$ cat src/hdl/assert_macros.svh
`ifndef ASSERT_MACROS_SVH
`define ASSERT_MACROS_SVH

// same-cycle implication, checked out of reset
`define ASSERT_NOW(label, clk, rst_n, ante, cons) \
  label: assert property (@(posedge clk) disable iff (!rst_n) (ante) |-> (cons)) \
    else $error("assertion violated");

// next-cycle implication, checked out of reset
`define ASSERT_NEXT(label, clk, rst_n, ante, cons) \
  label: assert property (@(posedge clk) disable iff (!rst_n) (ante) |=> (cons)) \
    else $error("assertion violated");

`endif

$ cat src/hdl/jbhe_pkg.sv
package jbhe_pkg;

  localparam int NUM_TABLES     = 4;
  localparam int NUM_COMPONENTS = 4;

  localparam int DC_SYMS  = 16;
  localparam int AC_SYMS  = 256;
  localparam int DC_DEPTH = NUM_TABLES * DC_SYMS;
  localparam int AC_DEPTH = NUM_TABLES * AC_SYMS;
  localparam int DC_AW    = $clog2(DC_DEPTH);
  localparam int AC_AW    = $clog2(AC_DEPTH);
  localparam int TBL_W    = (NUM_TABLES > 1) ? $clog2(NUM_TABLES) : 1;
  localparam int COMP_W   = (NUM_COMPONENTS > 1) ? $clog2(NUM_COMPONENTS) : 1;

  localparam logic [7:0] ZRL_SYM = 8'hF0;
  localparam logic [7:0] EOB_SYM = 8'h00;
  localparam int RUN_LEN      = 16;
  localparam int MAX_CODE_LEN = 16;
  localparam int POS_LAST     = 63;

  localparam int QUEUE_DEPTH = 4;
  localparam int Q_AW        = $clog2(QUEUE_DEPTH);
  localparam int Q_CW        = $clog2(QUEUE_DEPTH + 1);

  typedef enum logic [1:0] {
    ACT_LOAD_DC = 2'd0,
    ACT_LOAD_AC = 2'd1,
    ACT_COEF    = 2'd2,
    ACT_RESTART = 2'd3
  } act_t;

  typedef enum logic [1:0] {
    OP_LOAD_DC = 2'd0,
    OP_LOAD_AC = 2'd1,
    OP_DC      = 2'd2,
    OP_AC      = 2'd3
  } op_t;

  typedef struct packed {
    act_t               action;
    logic [1:0]         table_number;
    logic [7:0]         table_symbol;
    logic [4:0]         code_length;
    logic [15:0]        code_word;
    logic [1:0]         component;
    logic [1:0]         dc_sel;
    logic [1:0]         ac_sel;
    logic [5:0]         position;
    logic signed [11:0] coefficient;
  } in_word_t;

  typedef struct packed {
    logic [27:0] bits;
    logic [4:0]  bit_count;
    logic        last;
  } out_word_t;

  typedef struct packed {
    logic [4:0]  len;
    logic [15:0] code;
  } tbl_entry_t;

  typedef struct packed {
    op_t              op;
    logic [TBL_W-1:0] tbl;
    logic [7:0]       sym;
    tbl_entry_t       entry;
    logic [11:0]      vb;
    logic [3:0]       size;
    logic [1:0]       zrl;
  } cmd_t;

  typedef struct packed {
    logic valid;
    logic full;
  } q_stat_t;

  function automatic logic [TBL_W-1:0] sat_tbl(input logic [1:0] v);
    logic [TBL_W-1:0] r;
    if (32'(v) >= NUM_TABLES) begin
      r = TBL_W'(NUM_TABLES - 1);
    end else begin
      r = TBL_W'(v);
    end
    return r;
  endfunction

  function automatic logic [COMP_W-1:0] sat_comp(input logic [1:0] v);
    logic [COMP_W-1:0] r;
    if (32'(v) >= NUM_COMPONENTS) begin
      r = COMP_W'(NUM_COMPONENTS - 1);
    end else begin
      r = COMP_W'(v);
    end
    return r;
  endfunction

  function automatic logic [3:0] mag_size(input logic [11:0] m);
    logic [3:0] s;
    s = 4'd0;
    for (int i = 0; i < 12; i++) begin
      if (m[i]) begin
        s = 4'(i + 1);
      end
    end
    return s;
  endfunction

  function automatic logic [11:0] mag_bits(input logic neg, input logic [11:0] m,
                                           input logic [3:0] s);
    logic [12:0] mask;
    mask = (13'd1 << s) - 13'd1;
    return neg ? (~m & mask[11:0]) : m;
  endfunction

endpackage

$ cat src/hdl/jbhe_queue.sv
module jbhe_queue (
  input  logic              clk,
  input  logic              rst_n,
  input  logic              push,
  input  jbhe_pkg::cmd_t    cmd_in,
  input  logic              pop,
  output jbhe_pkg::cmd_t    head,
  output jbhe_pkg::q_stat_t stat
);

  jbhe_pkg::cmd_t              q_mem_r [jbhe_pkg::QUEUE_DEPTH];
  logic [jbhe_pkg::Q_AW-1:0]   wr_ptr_r, wr_ptr_nxt;
  logic [jbhe_pkg::Q_AW-1:0]   rd_ptr_r, rd_ptr_nxt;
  logic [jbhe_pkg::Q_CW-1:0]   count_r, count_nxt;

  function automatic logic [jbhe_pkg::Q_AW-1:0] wrap_inc(input logic [jbhe_pkg::Q_AW-1:0] p);
    return (p == jbhe_pkg::Q_AW'(jbhe_pkg::QUEUE_DEPTH - 1)) ? '0 : p + 1'b1;
  endfunction

  always_comb begin
    head       = q_mem_r[rd_ptr_r];
    stat.valid = (count_r != '0);
    stat.full  = (count_r == jbhe_pkg::Q_CW'(jbhe_pkg::QUEUE_DEPTH));
    wr_ptr_nxt = push ? wrap_inc(wr_ptr_r) : wr_ptr_r;
    rd_ptr_nxt = pop ? wrap_inc(rd_ptr_r) : rd_ptr_r;
    count_nxt  = count_r;
    if (push && !pop) begin
      count_nxt = count_r + 1'b1;
    end else if (pop && !push) begin
      count_nxt = count_r - 1'b1;
    end
  end

  always_ff @(posedge clk) begin
    if (push) begin
      q_mem_r[wr_ptr_r] <= cmd_in;
    end
  end

  always_ff @(posedge clk) begin
    if (!rst_n) begin
      wr_ptr_r <= '0;
      rd_ptr_r <= '0;
      count_r  <= '0;
    end else begin
      wr_ptr_r <= wr_ptr_nxt;
      rd_ptr_r <= rd_ptr_nxt;
      count_r  <= count_nxt;
    end
  end

endmodule

$ cat config.mk
export PLATFORM = sky130hd
export DESIGN_NAME = jbhe_queue
export DESIGN_NICKNAME = d
export VERILOG_FILES = /design/src/hdl/assert_macros.svh /design/src/hdl/jbhe_pkg.sv /design/src/hdl/jbhe_queue.sv
export SDC_FILE = /design/constraint.sdc
export NUM_CORES = 1
export LEC_CHECK = 0
export ABC_CLOCK_PERIOD_IN_PS = 6700
export BUFFER_PORTS_ARGS = -buffer_cell sky130_fd_sc_hd__buf_4
export CORE_ASPECT_RATIO = 1.5
export CORE_MARGIN = 8
export CORE_UTILIZATION = 55
export DETAILED_ROUTE_END_ITERATION = 6
export PLACE_DENSITY = 0.77
export SETUP_SLACK_MARGIN = 0.05
export SLEW_MARGIN = 10
export SYNTH_ARGS = -nofsm -noshare
export SYNTH_HDL_FRONTEND = slang
export SYNTH_SLANG_ARGS = --single-unit
$ cat constraint.sdc
create_clock -name clk -period 6.7 [get_ports clk]
set_input_delay 0.67 -clock clk [delete_from_list [all_inputs] [get_ports clk]]
set_output_delay 0.67 -clock clk [all_outputs]
set_load 0.01 [all_outputs]
==> impl_results.md <==
- Area Growth Syn to Fin: 19.54%
- Critical path type: flip-flop to primary output
- Worst-skew pair later-pin latency: 0.48 ns
- Row count: 53
- CTS tree: built
- Period minus WS final: 3.033 ns
- Hold_sp: cmd_in[9]
- Max Clock Freq: 329.7 MHz
- Worst VDD drop: 0.0002681 V
- Hold Path Stages: 1
- Fin nets: 494
- Mapped Cells: 311
- Post CTS Setup Buffer Count: 0
- Syn Area/Cell: 25.33 um2
- Maximum number of pins on one net before global-route repair: 52
- Post-route cell area: 9417 um2
- Htree depth: 1
- Total of max-cap violations: 0
- Post-CTS Hold Fix Bufs: 0
- Commonest non-fill, non-tap cell in the layout: edfxtp_1
- Rel. slew slack: 0.2987
- Root Driver: clkbuf_16
- Syn. warnings: 0
- Mapped Area: 7878 um2
- Final setup TNS: 0 ns
- Starting Density: 0.5630
- GRT overflow: 0
- Gpl congestion: 0.6923
- R2R Path End: q_mem_r[0][39]
- Status: completed
- Global-route wire length before repair: 21520 um
- Share of post-route cells with drive strength above 1: 0.4505
- Post-CTS resize count: 0
- Slew Limit Fails: 0
- RSZ-0062 raised after global routing: false
- Crit path max fanout: 51
- Number of port buffers: 107
- Via-per-instance ratio: 5.415
- Async SR Flop Fraction: 0
- Number of antenna diodes: 0
- CTS Sinks: 213
- Min Hold Slack: 0.3845 ns
- Seq/Total Area, Yosys: 0.8005
- Die Ht: 162.6 um
- Die X: 113.7 um
- Pre-CTS WS: 4.096 ns
- Leakage: 3.198 nW
- Reg2reg start: wr_ptr_r[0]
- Worst-path clk slew: 0.07 ns
- Most frequent cells in the layout: 204 x edfxtp_1, 112 x buf_4, 50 x mux4_2
- Vias in the first global route: 3771
- Number of synthesized flops with an enable pin: 204
- CP startpoint kind: flip-flop
- Wire per inst: 22.20 um
- PwrDens: 302.4 nW/um2
- Post-DP Area: 8828 um2
- Die area: 18490 um2
- Worst Reg-to-Reg Cells: 4
- I/O pins: 108
- ANT nets after route: 0
- Number of setup violations in the final report: 0
- DP Wirelength: 8724 um
- DR iter-0 viols: 169
- Clk_skew: 0.005833 ns
- Total CTS buffers: 19
- Global-route total usage across every layer: 0.1535
- Worst Max-Slew Pin Slew: 1.052 ns
- Worst Hold Class: primary input to flip-flop
- Final period util: 0.4527
- Final hold vios: 0
- Worst EP required: 6.03 ns
- CP arrival: 2.36 ns
- # DRC: 0
- Core area: 13990 um2
- Crit end category: primary output
- Clock Tree Buf Depth: 3
- FF+latch count, synth: 213
- Post-synth cell types: 23
- Final worst setup slack: 3.667 ns
- Post-synth top flop: edfxtp_1
- Post-synthesis net count: 373
- Drt pass-1 iters: 5
- Detailed-route via count: 3444
- Worst reg2reg setup slack: 4.65 ns
- Wirelength, routed: 14120 um
- Worst hold path endpoint: q_mem_r[2][9]
- Initial antenna violation count: 0
[cells in the mapped netlist, drive strengths merged, types with 2 or more instances]
cell type / n / area share
and2: 5 / 0.0040
buf: 12 / 0.018
dfxtp: 9 / 0.023
edfxtp: 204 / 0.78
ha: 6 / 0.0095
inv: 4 / 0.0019
mux2i: 4 / 0.0051
mux4: 51 / 0.15
nor2b: 5 / 0.0040
or3: 2 / 0.0016
[kinds of logic after synthesis]
kind of cell    share of synthesized area
fa+ha+maj                         0.01207
simple gates                      0.01159
compound gates                   0.002541
flops                              0.8005
xor+xnor                         0.002224
buf+inv                           0.01969
mux                                0.1514
[critical path, cell delays in order, from the launching register on]
cell	delay [ns]
dfxtp_4	1.01
mux4_2	0.64
buf_4	0.16
[final cells by class]
type                    instances  area (um2)
repair buffers                112       840.8
multi-input cells              82        1421
flip-flops and latches        213        6311
inverters                       4       15.01
clock inverters                13       108.9
well taps                     192       240.2
fillers                       901        4576
clock buffers                  20       479.2
[registers in the layout (all words and copies together), names as in the netlist, named ones only]
| register | flops |
|---|---|
| wr_ptr_r | 2 |
| rd_ptr_r | 2 |
| count_r | 3 |
| q_mem_r | 204 |
[per-layer routing]
metal | GRT usage | routed length (um)
met1 | 0.1844 | 5328
met2 | 0.2681 | 7728
met3 | 0.03378 | 819
met4 | 0.05049 | 244
met5 | 0 | 0
[stage by stage]
step                instances  power, W  utilization
floorplan                 311  0.001723            -
global placement          603  0.001847       0.6310
detailed placement        603  0.001860       0.6310
CTS                       636  0.002879       0.6730
global route              636  0.002945       0.6730
finish                    636  0.002848       0.6730
[worst max path at each step]
stage,slack [ns],end,cells past startpoint
final,3.67,head[3],2
after detailed placement,4.10,head[3],2
after CTS,3.55,head[31],2
after global placement,4.07,head[31],2
after global routing,3.49,head[9],2
after floorplan,4.40,q_mem_r[0][0],1
[power breakdown]
part           switching [W]  internal, W  leakage, nW  total, W
registers          0.0000348      0.00152         1.95   0.00156
clock network       0.000460     0.000565        0.286   0.00102
logic               0.000120     0.000144        0.962  0.000264
Power figures use the tool's default switching activity.
