==> config.mk <==
export PLATFORM = sky130hd
export DESIGN_NAME = jbhe_front
export DESIGN_NICKNAME = d
export VERILOG_FILES = /design/src/hdl/assert_macros.svh /design/src/hdl/jbhe_pkg.sv /design/src/hdl/jbhe_front.sv
export SDC_FILE = /design/constraint.sdc
export NUM_CORES = 1
export LEC_CHECK = 0
export BUFFER_PORTS_ARGS = -buffer_cell sky130_fd_sc_hd__buf_2
export CELL_PAD_IN_SITES_DETAIL_PLACEMENT = 1
export CELL_PAD_IN_SITES_GLOBAL_PLACEMENT = 2
export CORE_ASPECT_RATIO = 1.4
export CORE_MARGIN = 4
export CORE_UTILIZATION = 29
export CTS_CLUSTER_SIZE = 20
export DETAILED_ROUTE_END_ITERATION = 16
export PLACE_DENSITY_LB_ADDON = 0.2
export SLEW_MARGIN = 10
export SYNTH_ARGS = -nofsm -noshare
export SYNTH_HDL_FRONTEND = slang
export SYNTH_SLANG_ARGS = --single-unit
==> constraint.sdc <==
create_clock -name clk -period 7 [get_ports clk]
set_input_delay 0.7 -clock clk [delete_from_list [all_inputs] [get_ports clk]]
set_output_delay 0.7 -clock clk [all_outputs]
set_load 0.01 [all_outputs]
==> src/hdl/assert_macros.svh <==
`ifndef ASSERT_MACROS_SVH
`define ASSERT_MACROS_SVH

// same-cycle implication, checked out of reset
`define ASSERT_NOW(label, clk, rst_n, ante, cons) \
  label: assert property (@(posedge clk) disable iff (!rst_n) (ante) |-> (cons)) \
    else $error("assertion violated");

// next-cycle implication, checked out of reset
`define ASSERT_NEXT(label, clk, rst_n, ante, cons) \
  label: assert property (@(posedge clk) disable iff (!rst_n) (ante) |=> (cons)) \
    else $error("assertion violated");

`endif

==> src/hdl/jbhe_pkg.sv <==
package jbhe_pkg;

  localparam int NUM_TABLES     = 4;
  localparam int NUM_COMPONENTS = 4;

  localparam int DC_SYMS  = 16;
  localparam int AC_SYMS  = 256;
  localparam int DC_DEPTH = NUM_TABLES * DC_SYMS;
  localparam int AC_DEPTH = NUM_TABLES * AC_SYMS;
  localparam int DC_AW    = $clog2(DC_DEPTH);
  localparam int AC_AW    = $clog2(AC_DEPTH);
  localparam int TBL_W    = (NUM_TABLES > 1) ? $clog2(NUM_TABLES) : 1;
  localparam int COMP_W   = (NUM_COMPONENTS > 1) ? $clog2(NUM_COMPONENTS) : 1;

  localparam logic [7:0] ZRL_SYM = 8'hF0;
  localparam logic [7:0] EOB_SYM = 8'h00;
  localparam int RUN_LEN      = 16;
  localparam int MAX_CODE_LEN = 16;
  localparam int POS_LAST     = 63;

  localparam int QUEUE_DEPTH = 4;
  localparam int Q_AW        = $clog2(QUEUE_DEPTH);
  localparam int Q_CW        = $clog2(QUEUE_DEPTH + 1);

  typedef enum logic [1:0] {
    ACT_LOAD_DC = 2'd0,
    ACT_LOAD_AC = 2'd1,
    ACT_COEF    = 2'd2,
    ACT_RESTART = 2'd3
  } act_t;

  typedef enum logic [1:0] {
    OP_LOAD_DC = 2'd0,
    OP_LOAD_AC = 2'd1,
    OP_DC      = 2'd2,
    OP_AC      = 2'd3
  } op_t;

  typedef struct packed {
    act_t               action;
    logic [1:0]         table_number;
    logic [7:0]         table_symbol;
    logic [4:0]         code_length;
    logic [15:0]        code_word;
    logic [1:0]         component;
    logic [1:0]         dc_sel;
    logic [1:0]         ac_sel;
    logic [5:0]         position;
    logic signed [11:0] coefficient;
  } in_word_t;

  typedef struct packed {
    logic [27:0] bits;
    logic [4:0]  bit_count;
    logic        last;
  } out_word_t;

  typedef struct packed {
    logic [4:0]  len;
    logic [15:0] code;
  } tbl_entry_t;

  typedef struct packed {
    op_t              op;
    logic [TBL_W-1:0] tbl;
    logic [7:0]       sym;
    tbl_entry_t       entry;
    logic [11:0]      vb;
    logic [3:0]       size;
    logic [1:0]       zrl;
  } cmd_t;

  typedef struct packed {
    logic valid;
    logic full;
  } q_stat_t;

  function automatic logic [TBL_W-1:0] sat_tbl(input logic [1:0] v);
    logic [TBL_W-1:0] r;
    if (32'(v) >= NUM_TABLES) begin
      r = TBL_W'(NUM_TABLES - 1);
    end else begin
      r = TBL_W'(v);
    end
    return r;
  endfunction

  function automatic logic [COMP_W-1:0] sat_comp(input logic [1:0] v);
    logic [COMP_W-1:0] r;
    if (32'(v) >= NUM_COMPONENTS) begin
      r = COMP_W'(NUM_COMPONENTS - 1);
    end else begin
      r = COMP_W'(v);
    end
    return r;
  endfunction

  function automatic logic [3:0] mag_size(input logic [11:0] m);
    logic [3:0] s;
    s = 4'd0;
    for (int i = 0; i < 12; i++) begin
      if (m[i]) begin
        s = 4'(i + 1);
      end
    end
    return s;
  endfunction

  function automatic logic [11:0] mag_bits(input logic neg, input logic [11:0] m,
                                           input logic [3:0] s);
    logic [12:0] mask;
    mask = (13'd1 << s) - 13'd1;
    return neg ? (~m & mask[11:0]) : m;
  endfunction

endpackage

==> src/hdl/jbhe_front.sv <==
module jbhe_front (
  input  logic               clk,
  input  logic               rst_n,
  input  logic               accept,
  input  jbhe_pkg::in_word_t in_data,
  output logic               push,
  output jbhe_pkg::cmd_t     cmd
);

  logic signed [11:0] pred_r   [jbhe_pkg::NUM_COMPONENTS];
  logic signed [11:0] pred_nxt [jbhe_pkg::NUM_COMPONENTS];
  logic [5:0]         zrun_r, zrun_nxt;

  logic [jbhe_pkg::COMP_W-1:0] comp;
  logic [jbhe_pkg::TBL_W-1:0]  ltbl, dtbl, atbl;
  logic signed [12:0]          diff;
  logic [11:0]                 dc_abs, ac_abs;
  logic [3:0]                  dc_size, ac_size;
  logic [11:0]                 dc_vb, ac_vb;
  logic [4:0]                  load_len;
  logic signed [12:0]          coef13;

  always_comb begin
    comp     = jbhe_pkg::sat_comp(in_data.component);
    ltbl     = jbhe_pkg::sat_tbl(in_data.table_number);
    dtbl     = jbhe_pkg::sat_tbl(in_data.dc_sel);
    atbl     = jbhe_pkg::sat_tbl(in_data.ac_sel);
    coef13   = 13'(in_data.coefficient);
    diff     = coef13 - 13'(pred_r[comp]);
    dc_abs   = diff[12] ? 12'(-diff) : diff[11:0];
    dc_size  = jbhe_pkg::mag_size(dc_abs);
    dc_vb    = jbhe_pkg::mag_bits(diff[12], dc_abs, dc_size);
    ac_abs   = coef13[12] ? 12'(-coef13) : coef13[11:0];
    ac_size  = jbhe_pkg::mag_size(ac_abs);
    ac_vb    = jbhe_pkg::mag_bits(coef13[12], ac_abs, ac_size);
    load_len = (32'(in_data.code_length) > jbhe_pkg::MAX_CODE_LEN) ?
               5'(jbhe_pkg::MAX_CODE_LEN) : in_data.code_length;
  end

  always_comb begin
    push     = 1'b0;
    cmd      = '0;
    pred_nxt = pred_r;
    zrun_nxt = zrun_r;
    if (accept) begin
      case (in_data.action)
        jbhe_pkg::ACT_LOAD_DC: begin
          if (32'(in_data.table_symbol) < jbhe_pkg::DC_SYMS) begin
            push       = 1'b1;
            cmd.op     = jbhe_pkg::OP_LOAD_DC;
            cmd.tbl    = ltbl;
            cmd.sym    = in_data.table_symbol;
            cmd.entry  = '{len: load_len, code: in_data.code_word};
          end
        end
        jbhe_pkg::ACT_LOAD_AC: begin
          push       = 1'b1;
          cmd.op     = jbhe_pkg::OP_LOAD_AC;
          cmd.tbl    = ltbl;
          cmd.sym    = in_data.table_symbol;
          cmd.entry  = '{len: load_len, code: in_data.code_word};
        end
        jbhe_pkg::ACT_RESTART: begin
          for (int i = 0; i < jbhe_pkg::NUM_COMPONENTS; i++) begin
            pred_nxt[i] = '0;
          end
        end
        jbhe_pkg::ACT_COEF: begin
          if (in_data.position == '0) begin
            push           = 1'b1;
            cmd.op         = jbhe_pkg::OP_DC;
            cmd.tbl        = dtbl;
            cmd.sym        = {4'd0, dc_size};
            cmd.vb         = dc_vb;
            cmd.size       = dc_size;
            pred_nxt[comp] = in_data.coefficient;
            zrun_nxt       = '0;
          end else if (in_data.coefficient == '0) begin
            if (in_data.position == 6'(jbhe_pkg::POS_LAST)) begin
              push     = 1'b1;
              cmd.op   = jbhe_pkg::OP_AC;
              cmd.tbl  = atbl;
              cmd.sym  = jbhe_pkg::EOB_SYM;
              zrun_nxt = '0;
            end else if (zrun_r != '1) begin
              zrun_nxt = zrun_r + 6'd1;
            end
          end else begin
            push     = 1'b1;
            cmd.op   = jbhe_pkg::OP_AC;
            cmd.tbl  = atbl;
            cmd.sym  = {4'(zrun_r % jbhe_pkg::RUN_LEN), ac_size};
            cmd.vb   = ac_vb;
            cmd.size = ac_size;
            cmd.zrl  = 2'(zrun_r / jbhe_pkg::RUN_LEN);
            zrun_nxt = '0;
          end
        end
        default: begin
        end
      endcase
    end
  end

  always_ff @(posedge clk) begin
    if (!rst_n) begin
      for (int i = 0; i < jbhe_pkg::NUM_COMPONENTS; i++) begin
        pred_r[i] <= '0;
      end
      zrun_r <= '0;
    end else begin
      pred_r <= pred_nxt;
      zrun_r <= zrun_nxt;
    end
  end

endmodule

==> reports/summary.txt <==
critical path peak fanout - 12
Layout Cells excl Fill - 1050
area growth from synthesis to final layout - 15.4%
Final ANT Viol Nets - 0
f_max - 149 MHz
Async SR Flop Fraction - 0%
RSZ-0062 raised after global routing - no
CTS tree - yes
num rows - 59
Final period util - 96.0%
FF/Latch Area - 0.00108 mm²
fin crit period - 6.72 ns
Clock Latency Late Sink - 0.29 ns
Inst Count DP - 1043
DRT Pass-1 Iters - 5
cts hold-fix bufs - 0
Inserted Diodes - 0
post-synthesis register bit count - 54
core region area - 0.0188 mm²
Mapped Nets - 813
initial antenna violation count - 0
filler instances - 2342
Slew Limit Fails - 0
Slew @ Worst Pin - 1.24 ns
final setup TNS - 0 ns
CP Capture Type - primary output
status - finished, final reports clean
Distinct cells, synth - 83
Mapped Area - 0.00561 mm²
Hold Vio Cnt, Final - 0
YS warnings - 0
Ports - 112
Routed Wire Length - 21900 µm
Tightest Hold Check Type - flip-flop to flip-flop
global-route wire length before repair - 34800 µm
DP HPWL - 17100 µm
die width - 126 µm
# DRC - 0
post-layout util - 34.4%
PD cells - 131 mW/mm²
Die Ht - 173 µm
headroom to the max-slew limit - 16.4%
maximum VDD drop - 0.000135 V
vias in the first global route - 6217
max_cap viols - 0
H-tree levels - 2
most common cell after layout, fill and taps aside - buf_2
routed len/inst - 20.9 µm
Num CTS Buffers - 5
clock slew at reported path FFs - 0.06 ns
Initial Utilization - 29.8%
crit start category - primary input
Pwr Total - 849 µW
vias - 5878
Clock Sink Count - 54
cells after synthesis - 735
sequential fraction of the synthesis area - 19.3%
die area - 0.0217 mm²
gr ovfl total - 0
pre-CTS WS - 0.299 ns
final worst slack - 0.283 ns
CTS root buf - clkbuf_16
clock tree buffer depth - 2
fin nets - 884
largest net degree at the start of global routing - 55
PortBufs - 111
Final setup viols - 0
CP Data Required Time - 6.30 ns
Critical Path AT - 6.02 ns
Fin Clk Skew - 0.000464 ns
number of vias per cell - 5.60
Primary FF master, synth - dfxtp_1
Lkg Pwr - 2.44 nW
layout cells sized above 1 - 22.0%
initial DRC count - 282
all-layer global routing usage - 19.6%
Setup CP Type - primary input to primary output
area occupied by multi-input gates - 0.00426 mm²
RePlAce Congestion - 0.832
Post-synth EDFFs - 0
most frequent cells in the layout - buf_2 (111), nor2b_1 (57), dfxtp_1 (54)
syn_area_per_cell - 7.63 µm²
## through the flow
step / hold WS, ns / cell area, µm²
6_report: 0.515 / 6470
5_1_grt: 0.563 / 6470
4_1_cts: 0.521 / 6460
3_5_place_dp: 0.512 / 6330
3_3_place_gp: 0.497 / 6330
2_1_floorplan: 0.471 / 5610
## state kept, by name (all words and copies together), names as in the netlist
register,count
zrun_r,6
pred_r,48
## critical path: stages
cell	delay, ns
buf_2	0.28
mux4_2	0.56
ha_1	0.21
inv_1	0.07
fa_1	0.50
nand2b_1	0.20
or3_1	0.31
mux2i_1	0.27
nand2_1	0.24
or4_4	0.61
mux2i_4	0.22
mux2i_4	0.28
nand2_4	0.07
nor2_1	0.19
nand2_1	0.08
ha_1	0.30
a21o_1	0.21
a21o_1	0.18
a211o_1	0.29
o211a_1	0.11
buf_2	0.13
## cell usage after synthesis, types with 23 or more instances
| master | count | share of area (%) |
|---|---|---|
| and3_1 | 27 | 3.0 |
| o21ai_0 | 42 | 3.7 |
| nor2b_1 | 57 | 6.4 |
| nand3_1 | 23 | 2.1 |
| inv_1 | 23 | 1.5 |
| nor2_1 | 48 | 3.2 |
| clkbuf_1 | 40 | 2.7 |
| a21oi_1 | 39 | 3.5 |
| a22oi_1 | 48 | 6.4 |
| nor3_1 | 27 | 2.4 |
| nand2_1 | 53 | 3.5 |
| dfxtp_1 | 54 | 19 |
## final timing paths
kind               startpoint        end  slack, ns  cells past startpoint
setup / recovery  in_data[22]    cmd[16]       0.28                     21
hold / removal      zrun_r[1]  zrun_r[1]       0.52                      2
setup reg to reg    zrun_r[0]  zrun_r[3]       5.26                      7
hold reg to reg     zrun_r[1]  zrun_r[1]       0.52                      2
## repair_timing
action,in CTS,in global routing
setup endpoints to repair,0,1
buffers inserted,0,0
endpoints found under the hold margin,0,0
gates resized for setup,0,1
## metal layers
layer | global-route usage, % | share of wire (%)
met5 | 0 | 0
met4 | 5.52 | 2.5
met3 | 1.42 | 2.0
met2 | 38.3 | 55
met1 | 22.5 | 41
## cell type report
type,count,area share [%]
tap,244,4.71
multi-input combinational,604,65.7
clock buffer,5,1.93
timing repair buffer,118,9.39
sequential,54,16.7
clock inverter,2,0.213
inverter,23,1.33
## power by group
group	leakage, nW	switching (mW)	total (mW)	internal, mW
Sequential	0.435	0.0000467	0.307	0.307
Clock	0.0701	0.114	0.246	0.132
Combinational	1.93	0.190	0.296	0.106
## cell families after synthesis
| group | share of synthesized area (%) |
|---|---|
| AOI/OAI and AO/OA | 29.5 |
| xor gates and xnor gates | 5.57 |
| adders and majority gates | 4.15 |
| buffers and inverters | 5.35 |
| DFF | 19.3 |
| muxes | 6.56 |
| and+or+nand+nor | 29.7 |
Note: power is estimated with default switching activity, not from simulation.
